### src/rtl/mpcrc_pkg.sv
`timescale 1ns / 1ps
`default_nettype none
// ----------------------------------------------------------------------------
// mpcrc_pkg: shared types and CRC functions of the multi-profile CRC engine
// Profile codes, per-profile constants, the command word passed from the
// front to the back, and the unrolled one-byte CRC updates.
// ----------------------------------------------------------------------------
package mpcrc_pkg;

    // Profile codes carried on the mode field
    localparam logic [2:0] MODE_CRC8        = 3'd0;
    localparam logic [2:0] MODE_CRC8H2F     = 3'd1;
    localparam logic [2:0] MODE_CRC16_CCITT = 3'd2;
    localparam logic [2:0] MODE_CRC16_ARC   = 3'd3;
    localparam logic [2:0] MODE_CRC32       = 3'd4;
    localparam logic [2:0] MODE_CRC32P4     = 3'd5;

    // Generator polynomials (reflected form for the LSB-first profiles)
    localparam logic [7:0]  POLY_CRC8        = 8'h1D;
    localparam logic [7:0]  POLY_CRC8H2F     = 8'h2F;
    localparam logic [15:0] POLY_CRC16_CCITT = 16'h1021;
    localparam logic [31:0] POLY_CRC16_ARC   = 32'h0000_A001;
    localparam logic [31:0] POLY_CRC32       = 32'hEDB8_8320;
    localparam logic [31:0] POLY_CRC32P4     = 32'hC8DF_352F;

    // Queue depth between stages and on the result side
    localparam logic [1:0] QUEUE_DEPTH = 2'd2;

    // Classified item handed from the front to the back
    typedef struct packed {
        logic        mode_ok;     // profile code is defined
        logic [2:0]  mode;
        logic        load;        // reload the register before the byte
        logic [31:0] load_value;  // already masked to the profile width
        logic        present;
        logic [7:0]  data;
    } crc_cmd_t;

    function automatic logic mode_valid(input logic [2:0] mode);
        return (mode <= MODE_CRC32P4);
    endfunction

    function automatic logic [31:0] prof_mask(input logic [2:0] mode);
        logic [31:0] m;
        unique case (mode)
            MODE_CRC8, MODE_CRC8H2F:          m = 32'h0000_00FF;
            MODE_CRC16_CCITT, MODE_CRC16_ARC: m = 32'h0000_FFFF;
            MODE_CRC32, MODE_CRC32P4:         m = 32'hFFFF_FFFF;
            default:                          m = 32'h0000_0000;
        endcase
        return m;
    endfunction

    function automatic logic [31:0] prof_init(input logic [2:0] mode);
        logic [31:0] v;
        unique case (mode)
            MODE_CRC8, MODE_CRC8H2F:  v = 32'h0000_00FF;
            MODE_CRC16_CCITT:         v = 32'h0000_FFFF;
            MODE_CRC16_ARC:           v = 32'h0000_0000;
            MODE_CRC32, MODE_CRC32P4: v = 32'hFFFF_FFFF;
            default:                  v = 32'h0000_0000;
        endcase
        return v;
    endfunction

    function automatic logic [31:0] prof_xorout(input logic [2:0] mode);
        logic [31:0] v;
        unique case (mode)
            MODE_CRC8, MODE_CRC8H2F:          v = 32'h0000_00FF;
            MODE_CRC16_CCITT, MODE_CRC16_ARC: v = 32'h0000_0000;
            MODE_CRC32, MODE_CRC32P4:         v = 32'hFFFF_FFFF;
            default:                          v = 32'h0000_0000;
        endcase
        return v;
    endfunction

    // MSB-first byte update, 8-bit register
    function automatic logic [7:0] fold_msb8(input logic [7:0] crc, input logic [7:0] data,
                                             input logic [7:0] poly);
        logic [7:0] r;
        r = crc ^ data;
        for (int i = 0; i < 8; i++) begin
            r = r[7] ? ((r << 1) ^ poly) : (r << 1);
        end
        return r;
    endfunction

    // MSB-first byte update, 16-bit register
    function automatic logic [15:0] fold_msb16(input logic [15:0] crc, input logic [7:0] data,
                                               input logic [15:0] poly);
        logic [15:0] r;
        r = crc ^ {data, 8'h00};
        for (int i = 0; i < 8; i++) begin
            r = r[15] ? ((r << 1) ^ poly) : (r << 1);
        end
        return r;
    endfunction

    // Reflected byte update; upper bits stay clear for a narrower register
    function automatic logic [31:0] fold_refl(input logic [31:0] crc, input logic [7:0] data,
                                              input logic [31:0] poly);
        logic [31:0] r;
        r = crc ^ {24'h0, data};
        for (int i = 0; i < 8; i++) begin
            r = r[0] ? ((r >> 1) ^ poly) : (r >> 1);
        end
        return r;
    endfunction

    // One byte through the selected profile; crc is already masked
    function automatic logic [31:0] crc_step(input logic [2:0] mode, input logic [31:0] crc,
                                             input logic [7:0] data);
        logic [31:0] r;
        unique case (mode)
            MODE_CRC8:        r = {24'h0, fold_msb8(crc[7:0], data, POLY_CRC8)};
            MODE_CRC8H2F:     r = {24'h0, fold_msb8(crc[7:0], data, POLY_CRC8H2F)};
            MODE_CRC16_CCITT: r = {16'h0, fold_msb16(crc[15:0], data, POLY_CRC16_CCITT)};
            MODE_CRC16_ARC:   r = fold_refl({16'h0, crc[15:0]}, data, POLY_CRC16_ARC);
            MODE_CRC32:       r = fold_refl(crc, data, POLY_CRC32);
            MODE_CRC32P4:     r = fold_refl(crc, data, POLY_CRC32P4);
            default:          r = crc;
        endcase
        return r;
    endfunction

endpackage
`default_nettype wire

### src/rtl/mpcrc_front.sv
`timescale 1ns / 1ps
`default_nettype none
// ----------------------------------------------------------------------------
// mpcrc_front: input side of the CRC engine
// Takes input transfers, decodes the profile and the reload value, and
// holds the classified commands in a two-entry queue for the back end.
// ----------------------------------------------------------------------------
module mpcrc_front
    import mpcrc_pkg::*;
(
    input  wire logic        clk,
    input  wire logic        rst_n,
    input  wire logic        push,
    output logic             full,
    input  wire logic [2:0]  mode,
    input  wire logic [7:0]  data_byte,
    input  wire logic        byte_present,
    input  wire logic        start_of_message,
    input  wire logic        resume,
    input  wire logic [31:0] start_value,
    output crc_cmd_t         cmd,
    output logic             cmd_valid,
    input  wire logic        cmd_pop
);

    crc_cmd_t   slot_reg [2];
    crc_cmd_t   cmd_new;
    logic       wr_ptr_reg, wr_ptr_next;
    logic       rd_ptr_reg, rd_ptr_next;
    logic [1:0] count_reg, count_next;
    logic       in_xfer;
    logic       out_xfer;

    // Classify the incoming item
    always_comb
    begin
        cmd_new.mode_ok    = mode_valid(mode);
        cmd_new.mode       = mode;
        cmd_new.load       = start_of_message;
        cmd_new.load_value = resume ? ((start_value ^ prof_xorout(mode)) & prof_mask(mode))
                                    : prof_init(mode);
        cmd_new.present    = byte_present;
        cmd_new.data       = data_byte;
    end

    assign full      = (count_reg == QUEUE_DEPTH);
    assign cmd_valid = (count_reg != 2'd0);
    assign cmd       = slot_reg[rd_ptr_reg];
    assign in_xfer   = push && !full;
    assign out_xfer  = cmd_pop && cmd_valid;

    // Queue pointers and fill count
    always_comb
    begin
        wr_ptr_next = in_xfer  ? ~wr_ptr_reg : wr_ptr_reg;
        rd_ptr_next = out_xfer ? ~rd_ptr_reg : rd_ptr_reg;
        count_next  = count_reg;
        if (in_xfer && !out_xfer)
        begin
            count_next = count_reg + 2'd1;
        end
        else if (out_xfer && !in_xfer)
        begin
            count_next = count_reg - 2'd1;
        end
    end

    always_ff @(posedge clk or negedge rst_n)
    begin
        if (!rst_n)
        begin
            wr_ptr_reg <= 1'b0;
            rd_ptr_reg <= 1'b0;
            count_reg  <= 2'd0;
        end
        else
        begin
            wr_ptr_reg <= wr_ptr_next;
            rd_ptr_reg <= rd_ptr_next;
            count_reg  <= count_next;
        end
    end

    // Command storage
    always_ff @(posedge clk)
    begin
        if (in_xfer)
        begin
            slot_reg[wr_ptr_reg] <= cmd_new;
        end
    end

endmodule
`default_nettype wire

### src/rtl/mpcrc_back.sv
`timescale 1ns / 1ps
`default_nettype none
// ----------------------------------------------------------------------------
// mpcrc_back: CRC datapath and result queue
// Pulls one command a cycle while the result queue has room, reloads and folds the byte into the CRC
// register, and queues the finalized value in a two-entry result queue.
// ----------------------------------------------------------------------------
module mpcrc_back
    import mpcrc_pkg::*;
(
    input  wire logic        clk,
    input  wire logic        rst_n,
    input  wire crc_cmd_t    cmd,
    input  wire logic        cmd_valid,
    output logic             cmd_pop,
    output logic             empty,
    input  wire logic        pop,
    output logic [31:0]      crc_value
);

    logic [31:0] crc_reg, crc_next;
    logic [31:0] res_reg [2];
    logic [31:0] res_new;
    logic [31:0] base;
    logic [31:0] mask;
    logic        wr_ptr_reg, wr_ptr_next;
    logic        rd_ptr_reg, rd_ptr_next;
    logic [1:0]  count_reg, count_next;
    logic        out_xfer;

    assign empty     = (count_reg == 2'd0);
    assign crc_value = res_reg[rd_ptr_reg];
    assign out_xfer  = pop && !empty;

    // Take a command when the result queue has room
    assign cmd_pop = cmd_valid && ((count_reg != QUEUE_DEPTH) || out_xfer);

    // CRC update: reload, then fold the byte
    always_comb
    begin
        mask     = prof_mask(cmd.mode);
        base     = cmd.load ? cmd.load_value : (crc_reg & mask);
        crc_next = cmd.present ? crc_step(cmd.mode, base, cmd.data) : base;
        res_new  = cmd.mode_ok ? ((crc_next ^ prof_xorout(cmd.mode)) & mask) : 32'h0;
    end

    // Result queue pointers and fill count
    always_comb
    begin
        wr_ptr_next = cmd_pop  ? ~wr_ptr_reg : wr_ptr_reg;
        rd_ptr_next = out_xfer ? ~rd_ptr_reg : rd_ptr_reg;
        count_next  = count_reg;
        if (cmd_pop && !out_xfer)
        begin
            count_next = count_reg + 2'd1;
        end
        else if (out_xfer && !cmd_pop)
        begin
            count_next = count_reg - 2'd1;
        end
    end

    always_ff @(posedge clk or negedge rst_n)
    begin
        if (!rst_n)
        begin
            crc_reg    <= 32'h0;
            wr_ptr_reg <= 1'b0;
            rd_ptr_reg <= 1'b0;
            count_reg  <= 2'd0;
        end
        else
        begin
            // undefined profiles leave the register untouched
            if (cmd_pop && cmd.mode_ok)
            begin
                crc_reg <= crc_next;
            end
            wr_ptr_reg <= wr_ptr_next;
            rd_ptr_reg <= rd_ptr_next;
            count_reg  <= count_next;
        end
    end

    // Result storage
    always_ff @(posedge clk)
    begin
        if (cmd_pop)
        begin
            res_reg[wr_ptr_reg] <= res_new;
        end
    end

endmodule
`default_nettype wire

### src/rtl/multi_profile_crc_engine_core.sv
`timescale 1ns / 1ps
`default_nettype none
// With both queues empty, an input transfer's item is registered in the command queue and its
//   result in the result queue (empty low); each command or result waiting ahead delays it.
// Throughput: one item per cycle while results are popped, set by the combinational byte update.
// Reset (rst_n low, asynchronous): both queues empty, CRC register cleared to zero.
// ----------------------------------------------------------------------------
// multi_profile_crc_engine_core: six-profile byte-wise CRC engine
// Front end classifies items into a command queue; back end runs the CRC
// register and queues results.
// ----------------------------------------------------------------------------
module multi_profile_crc_engine_core
    import mpcrc_pkg::*;
(
    input  wire logic        clk,
    input  wire logic        rst_n,
    input  wire logic        push,
    output logic             full,
    input  wire logic [2:0]  mode,
    input  wire logic [7:0]  data_byte,
    input  wire logic        byte_present,
    input  wire logic        start_of_message,
    input  wire logic        resume,
    input  wire logic [31:0] start_value,
    output logic             empty,
    input  wire logic        pop,
    output logic [31:0]      crc_value
);

    crc_cmd_t cmd;
    logic     cmd_valid;
    logic     cmd_pop;

    mpcrc_front u_front (
        .clk              (clk),
        .rst_n            (rst_n),
        .push             (push),
        .full             (full),
        .mode             (mode),
        .data_byte        (data_byte),
        .byte_present     (byte_present),
        .start_of_message (start_of_message),
        .resume           (resume),
        .start_value      (start_value),
        .cmd              (cmd),
        .cmd_valid        (cmd_valid),
        .cmd_pop          (cmd_pop)
    );

    mpcrc_back u_back (
        .clk       (clk),
        .rst_n     (rst_n),
        .cmd       (cmd),
        .cmd_valid (cmd_valid),
        .cmd_pop   (cmd_pop),
        .empty     (empty),
        .pop       (pop),
        .crc_value (crc_value)
    );

endmodule
`default_nettype wire

### config.mk
export PLATFORM = sky130hd
export DESIGN_NAME = multi_profile_crc_engine_core
export DESIGN_NICKNAME = d
export VERILOG_FILES = /design/src/rtl/mpcrc_pkg.sv /design/src/rtl/mpcrc_front.sv /design/src/rtl/mpcrc_back.sv /design/src/rtl/multi_profile_crc_engine_core.sv
export SDC_FILE = /design/constraint.sdc
export NUM_CORES = 1
export LEC_CHECK = 0
export ABC_AREA = 1
export BUFFER_PORTS_ARGS = -buffer_cell sky130_fd_sc_hd__buf_2
export CORE_AREA = 5 5 157 159
export DETAILED_ROUTE_END_ITERATION = 10
export DIE_AREA = 0 0 162 164
export PLACE_DENSITY = 0.73
export SLEW_MARGIN = 20
export SYNTH_ARGS = -nofsm -noshare
export SYNTH_HDL_FRONTEND = slang
export SYNTH_SLANG_ARGS = --single-unit
### constraint.sdc
create_clock -name clk -period 2.78 [get_ports clk]
set_input_delay 0.556 -clock clk [delete_from_list [all_inputs] [get_ports clk]]
set_output_delay 0.556 -clock clk [all_outputs]
set_load 0.02 [all_outputs]
# --- After elaboration in Yosys (flattened, before gate mapping) ---
# Memory sizes are Yosys's and may differ from the RTL's.
# Index checks and enable logic that the tools add are counted.
classes:
  addsub: 4
  magnitude_cmp: 1
  n_eq_ne: 12
  n_mux: 66
  n_bitwise: 61
  reduce_logical: 28
ops:
  columns: ["cell", "count"]
  rows:
  - ["2-to-1 mux 32 bit", 20]
  - ["case mux 32 bit (3 select lines)", 3]
  - ["case mux 32 bit (6 select lines)", 1]
  - ["NOT 18 -> 19 bit", 8]
  - ["2-to-1 mux 16 bit", 8]
  - ["case mux 32 bit (2 select lines)", 2]
  - ["NOT 13 -> 14 bit", 8]
  - ["2-to-1 mux 13 bit", 8]
  - ["AND 32 bit", 3]
  - ["bitwise XOR 32 bit", 2]
  - ["2-to-1 mux 6 bit", 8]
  - ["NOT 3 bit", 16]
  - ["2-to-1 mux 5 bit", 8]
  - ["NOT 5 bit", 8]
  - ["NOT 4 bit", 8]
  - ["bitwise XOR 32 x 8 -> 32 bit", 1]
  - ["bitwise XOR 16 bit", 1]
  - ["bitwise XOR 16 x 8 -> 16 bit", 1]
  - ["== test 3 x 2 -> 1 bit, second input constant", 4]
  - ["== test 3 bit, second input constant", 4]
  - ["OR reduction 2 bit", 6]
  - ["logical AND 1 bit", 9]
  - ["2-to-1 mux 2 bit", 4]
  - ["bitwise XOR 8 bit", 1]
  - ["13 further kinds", 30]
word_totals:
  register_bits: 40
  ramBits: 156
  input_bits: 50
  output_inout_bits: 34
  word_cells: 181
  n_memories: 2
memory_table:
  columns: ["name", "depth", "word_bits", "read_ports", "rd_clocked_by_memory_dff", "write_ports", "line_no", "text"]
  rows:
  - ["u_front.slot_reg", 2, 46, 1, 0, 1, "mpcrc_front.sv:26", "crc_cmd_t slot_reg [2];"]
  - ["u_back.res_reg", 2, 32, 1, 0, 1, "mpcrc_back.sv:22", "logic [31:0] res_reg [2];"]

# --- Logic depth before layout (Yosys ltp) ---
# An unclocked memory read counts as a cell.
logic_depth:
  depth_word: 28
  mapped_depth: 27
  ltp_nobuf: 24

# --- Hierarchy ---
# From an unflattened synthesis, not the netlist that was laid out.
unflattened:
  cells_unflattened: 1700
  area_unflattened_um2: 12774.8
by_module_without_submodules:
  columns: ["mod", "instances", "cells_per_inst", "area_per_inst_um2", "seq_area_each_um2"]
  rows:
  - ["mpcrc_back", 1, 1330, 8762.2, 2822.7]
  - ["mpcrc_front", 1, 370, 4012.6, 2862.7]

# --- Least setup slack after synthesis ---
# Ideal clock, no wire load.
synth_path:
  path_kind: "in2reg"
  startpoint: "input push"
  endpoint: "memory u_front.slot_reg[1][0] in the netlist's numbering, enable pin"
  setup_ns: 0.451
  t_arrival_ns: 2.652
  required_time_ns: 2.329
  setup_slack_ns: -0.324
  path_stages: 2
  n_path_buf: 0
  path_cell_list: "o21ai_0 > nor2_1"
synth_via:
  elab_chain_len: 3
synth_rtl:
  columns: ["element", "line_no", "text"]
  rows:
  - ["start, declared", "multi_profile_crc_engine_core.sv:17", "input wire logic push,"]
  - ["logical AND 1 bit", "mpcrc_front.sv:49", "assign in_xfer = push && !full;"]
  - ["2-to-1 mux 1 bit", "mpcrc_front.sv:87", "if (in_xfer)"]
  - ["2-to-1 mux 1 bit (implied by the code)", "mpcrc_front.sv:89", "slot_reg[wr_ptr_reg] <= cmd_new;"]
  - ["end, declared", "mpcrc_front.sv:26", null]
# Every way passes these cells.

# --- Final worst setup path ---
layout_path:
  startpoint: "register u_front.rd_ptr_reg"
  endpoint: "memory u_back.res_reg[0][11], data pin"
layout_via:
  elab_chain_len: 25
  elab_cells_between_ends: 69
  classes_between: "eq/ne: 5; mux: 38; bitwise: 21; reduce/logical: 4; memory: 1"
layout_rtl:
  columns: ["element", "line_no", "text"]
  rows:
  - ["start, declared", "mpcrc_front.sv:29", "logic rd_ptr_reg, rd_ptr_next;"]
  - ["start signal, assigned", "mpcrc_front.sv:79", "rd_ptr_reg <= rd_ptr_next;"]
  - ["memory (2 x 46 bit) *", null, null]
  - ["== test 3 bit, or another cell as far along", "mpcrc_pkg.sv:45, mpcrc_pkg.sv:68, mpcrc_pkg.sv:114", null]
  - ["OR reduction 2 bit (on tied branches)", "mpcrc_pkg.sv:45, mpcrc_pkg.sv:68", null]
  - ["case mux 32 bit (3 select lines)", "mpcrc_pkg.sv:45", "unique case (mode)"]
  - ["AND 32 bit", "mpcrc_back.sv:42", "base = cmd.load ? cmd.load_value : (crc_reg & mask);"]
  - ["2-to-1 mux 32 bit", "mpcrc_back.sv:42", null]
  - ["bitwise XOR 32 x 8 -> 32 bit", "mpcrc_pkg.sv:103", "r = crc ^ {24'h0, data};"]
  - ["NOT 18 -> 19 bit (no line) / 2-to-1 mux 32 bit (equally long branches)", null, null]
  - ["[9 not listed]", null, null]
  - ["NOT 18 -> 19 bit (no line) / 2-to-1 mux 32 bit (equally long branches)", null, null]
  - ["2-to-1 mux 32 bit (2 in series)", "mpcrc_pkg.sv:105", "r = r[0] ? ((r >> 1) ^ poly) : (r >> 1);"]
  - ["case mux 32 bit (6 select lines)", "mpcrc_pkg.sv:114", "unique case (mode)"]
  - ["2-to-1 mux 32 bit", "mpcrc_back.sv:43", "crc_next = cmd.present ? crc_step(cmd.mode, base, cmd.data) : base;"]
  - ["bitwise XOR 32 bit", "mpcrc_back.sv:44", "res_new = cmd.mode_ok ? ((crc_next ^ prof_xorout(cmd.mode)) & mask) : 32'h0;"]
  - ["AND 32 bit", "mpcrc_back.sv:44", null]
  - ["2-to-1 mux 32 bit *", "mpcrc_back.sv:44", null]
  - ["net u_back.res_new[11]", "mpcrc_back.sv:23", "logic [31:0] res_new;"]
  - ["end, declared", "mpcrc_back.sv:22", null]
# Mark *: on every way through the listed nets, which the timed path passes. The rest lies on a longest branch.

==> out/metrics.cfg <==
[floorplanning]
die-height_um=164
die-area_um2=26570
placementRows=56
core_um2=23120
die_w_um=162
start_util=0.5501
ios=84

[logic_synthesis]
yosysWarnings=0
synth_top_area_share=0.3683
synth_cells=1606
synth-edff-count=156
syn_avg_cell_area_um2=7.920
yosys.area.top_type=edfxtp_1
mappedNetlistArea_um2=12720
ys_types=53
syn_nets=1658
ys_ff_latch=196
yosys_most_used_dff=edfxtp_1
ys_seq_area_frac=0.4470
ys_top_cells_by_area=edfxtp_1 (37%), nand2_1 (17%), dfrtp_1 (7.9%)
ys_async_sr_fraction=0.2041

[setup_path]
worst_setup_path_start_kind=register
cp_max_fo=9
crit_arrival_ns=3.67
path_class=reg2reg
cp.required_ns=2.97
crit_path_end_kind=register
rrSetupSlack_ns=-0.70

[route]
antenna_left=0
drc=0
vias=15037
wl_mm=62.10
drt-pass1-iter-count=8
drtIter0Drc=2200
wire_per_inst_um=26.81
via_per_inst=6.493

[cts]
tritoncts=done
cts_buffer_depth=2
clock_latency_ns=0.48
cts_root_buf=clkbuf_16
h-tree-depth=4
numCtsBuffers=17
clock_sinks=196
clk_pin_slew_worst_paths_ns=0.10

[timing]
fin_skew_ns=0.02787
rsz0062_at_grt=true
max_freq_mhz=287.2
finalHoldViolCount=11
hold_slack_ns=-0.006474
setup_slack_ns=-0.7019
maxSlewViolCount=0
slew_headroom=0.4325
period_share=1.252
setup_viol=96
final.min_clock_period_ns=3.482
worst_pin_slew_ns=0.8423

[cells_and_area]
fillers=1142
largest_reg_flops=92
instances_no_fill=2316
finish.utilization=0.8554
drive_gt1_frac=0.4901
nNetsFinal=2063
area_delta_synth_final_pct=55.50

[grt]
grt_pass1_vias=12976
grt_antenna_before_repair=2
grt_max_degree=57
track_usage=0.3807
grt-ovfl-total=0
grt_pass1_wl_mm=75.79

[placed_design]
io_buffers=83
place_congestion=1.051
dpl_worst_slack_ns=-0.3462
numPlacedInstances=2182
dpl.hpwl_mm=35.77

[outcome]
status=finished, violations left
violations=hold timing, setup timing

[job]
max_cap_violations=0

[min_path]
min_path_type=in2async

==> repair_timing <==
action,CTS,global route
setup endpoints to repair,95,96
resized for setup,233,478
gates cloned,6,2
hold buffers,0,0
buffers inserted,34,63
pin swaps,44,116
==> worst max-delay path, stage by stage, from the launching register on <==
cell and delay (ns):
dfrtp_2 0.53, clkinv_4 0.18, buf_6 0.17, nand2_4 0.08, nand2_8 0.10, nand2_4 0.13, nand2_4 0.10, nand3_1 0.09
nand2_1 0.13, inv_2 0.10, nand2_1 0.08, nand2_2 0.14, o21ai_0 0.10, a21oi_1 0.62, nor3_1 0.13, o21ai_2 0.13
o21ai_4 0.12, xor2_1 0.18, nor2_1 0.07
==> cell type report <==
cell class	count	area, um^2	area share
flip-flops and latches	196	5687	0.2875
inverters	111	455.4	0.02303
diodes	2	5.005	0.0002530
repair buffers	444	3666	0.1853
multi-input cells	1241	8967	0.4534
well taps	290	362.8	0.01835
clock buffers	17	425.4	0.02151
clock inverters	15	210.2	0.01063
==> cells in the final DEF, fill, tap and decap left out, types with 31 or more instances in the layout <==
master	Yosys	final
nand2_8	1	39
nand2_4	17	73
xor2_1	68	39
buf_4	7	273
a21oi_1	55	36
o21ai_0	63	31
inv_1	95	80
dfrtp_1	40	39
nand3_2	2	58
nand2_1	569	411
nand3_1	171	96
o21ai_2	2	34
buf_6	12	62
nand2_2	47	117
nor2_1	93	56
edfxtp_1	156	156
buf_2	14	83
==> kinds of logic after synthesis <==
logic type | Yosys count | share of synthesized area
muxes | 5 | 0.003935
buffers and inverters | 175 | 0.06325
xor gates and xnor gates | 94 | 0.07240
DFF | 196 | 0.4470
and+or+nand+nor | 945 | 0.3265
adders and majority gates | 2 | 0.001967
AOI/OAI and AO/OA | 189 | 0.08499
==> per-layer routing <==
layer  track usage  routed length (um)  vias up
li1              -                   -     6100
met2        0.6003               26720     1477
met1        0.5124               20990     6978
met3       0.07553                8884      480
met5             0                  20        -
met4        0.1730                5483        2
==> synthesized netlist by cell type (27+ instances only) <==
master	instances
nand2_2	47
a21oi_1	55
dfrtp_1	40
o21ai_1	31
nor2_1	93
o21ai_0	63
edfxtp_1	156
clkbuf_1	27
nand2_1	569
xor2_1	68
inv_1	95
nand3_1	171
==> metrics by stage <==
step | setup TNS, ns | area [um^2]
finish | -43.42 | 19780
global route | -49.36 | 19780
CTS | -4.475 | 17240
detailed placement | -17.54 | 15280
global placement | -12.84 | 15280
floorplan | 0 | 12720
==> path summary, 6_finish.rpt <==
path | from | endpoint | depth (start not counted)
setup / recovery | u_front.rd_ptr_reg$_DFFE_PN0P_ | u_back.res_reg[0][11]$_DFFE_PP_ | 18
hold / removal | rst_n | u_back.wr_ptr_reg$_DFFE_PN0P_ | 1
setup reg to reg | u_front.rd_ptr_reg$_DFFE_PN0P_ | u_back.res_reg[0][11]$_DFFE_PP_ | 18
hold reg to reg | u_back.crc_reg[6]$_DFFE_PN0P_ | u_back.crc_reg[6]$_DFFE_PN0P_ | 2
max in group asynchronous | rst_n | u_front.rd_ptr_reg$_DFFE_PN0P_ | 2
min in group clk | data_byte[3] | u_front.slot_reg[1][3]$_DFFE_PP_ | 1
Power is not shown: default switching activity piles up to over one toggle a cycle in this logic, so the estimate is an artifact.
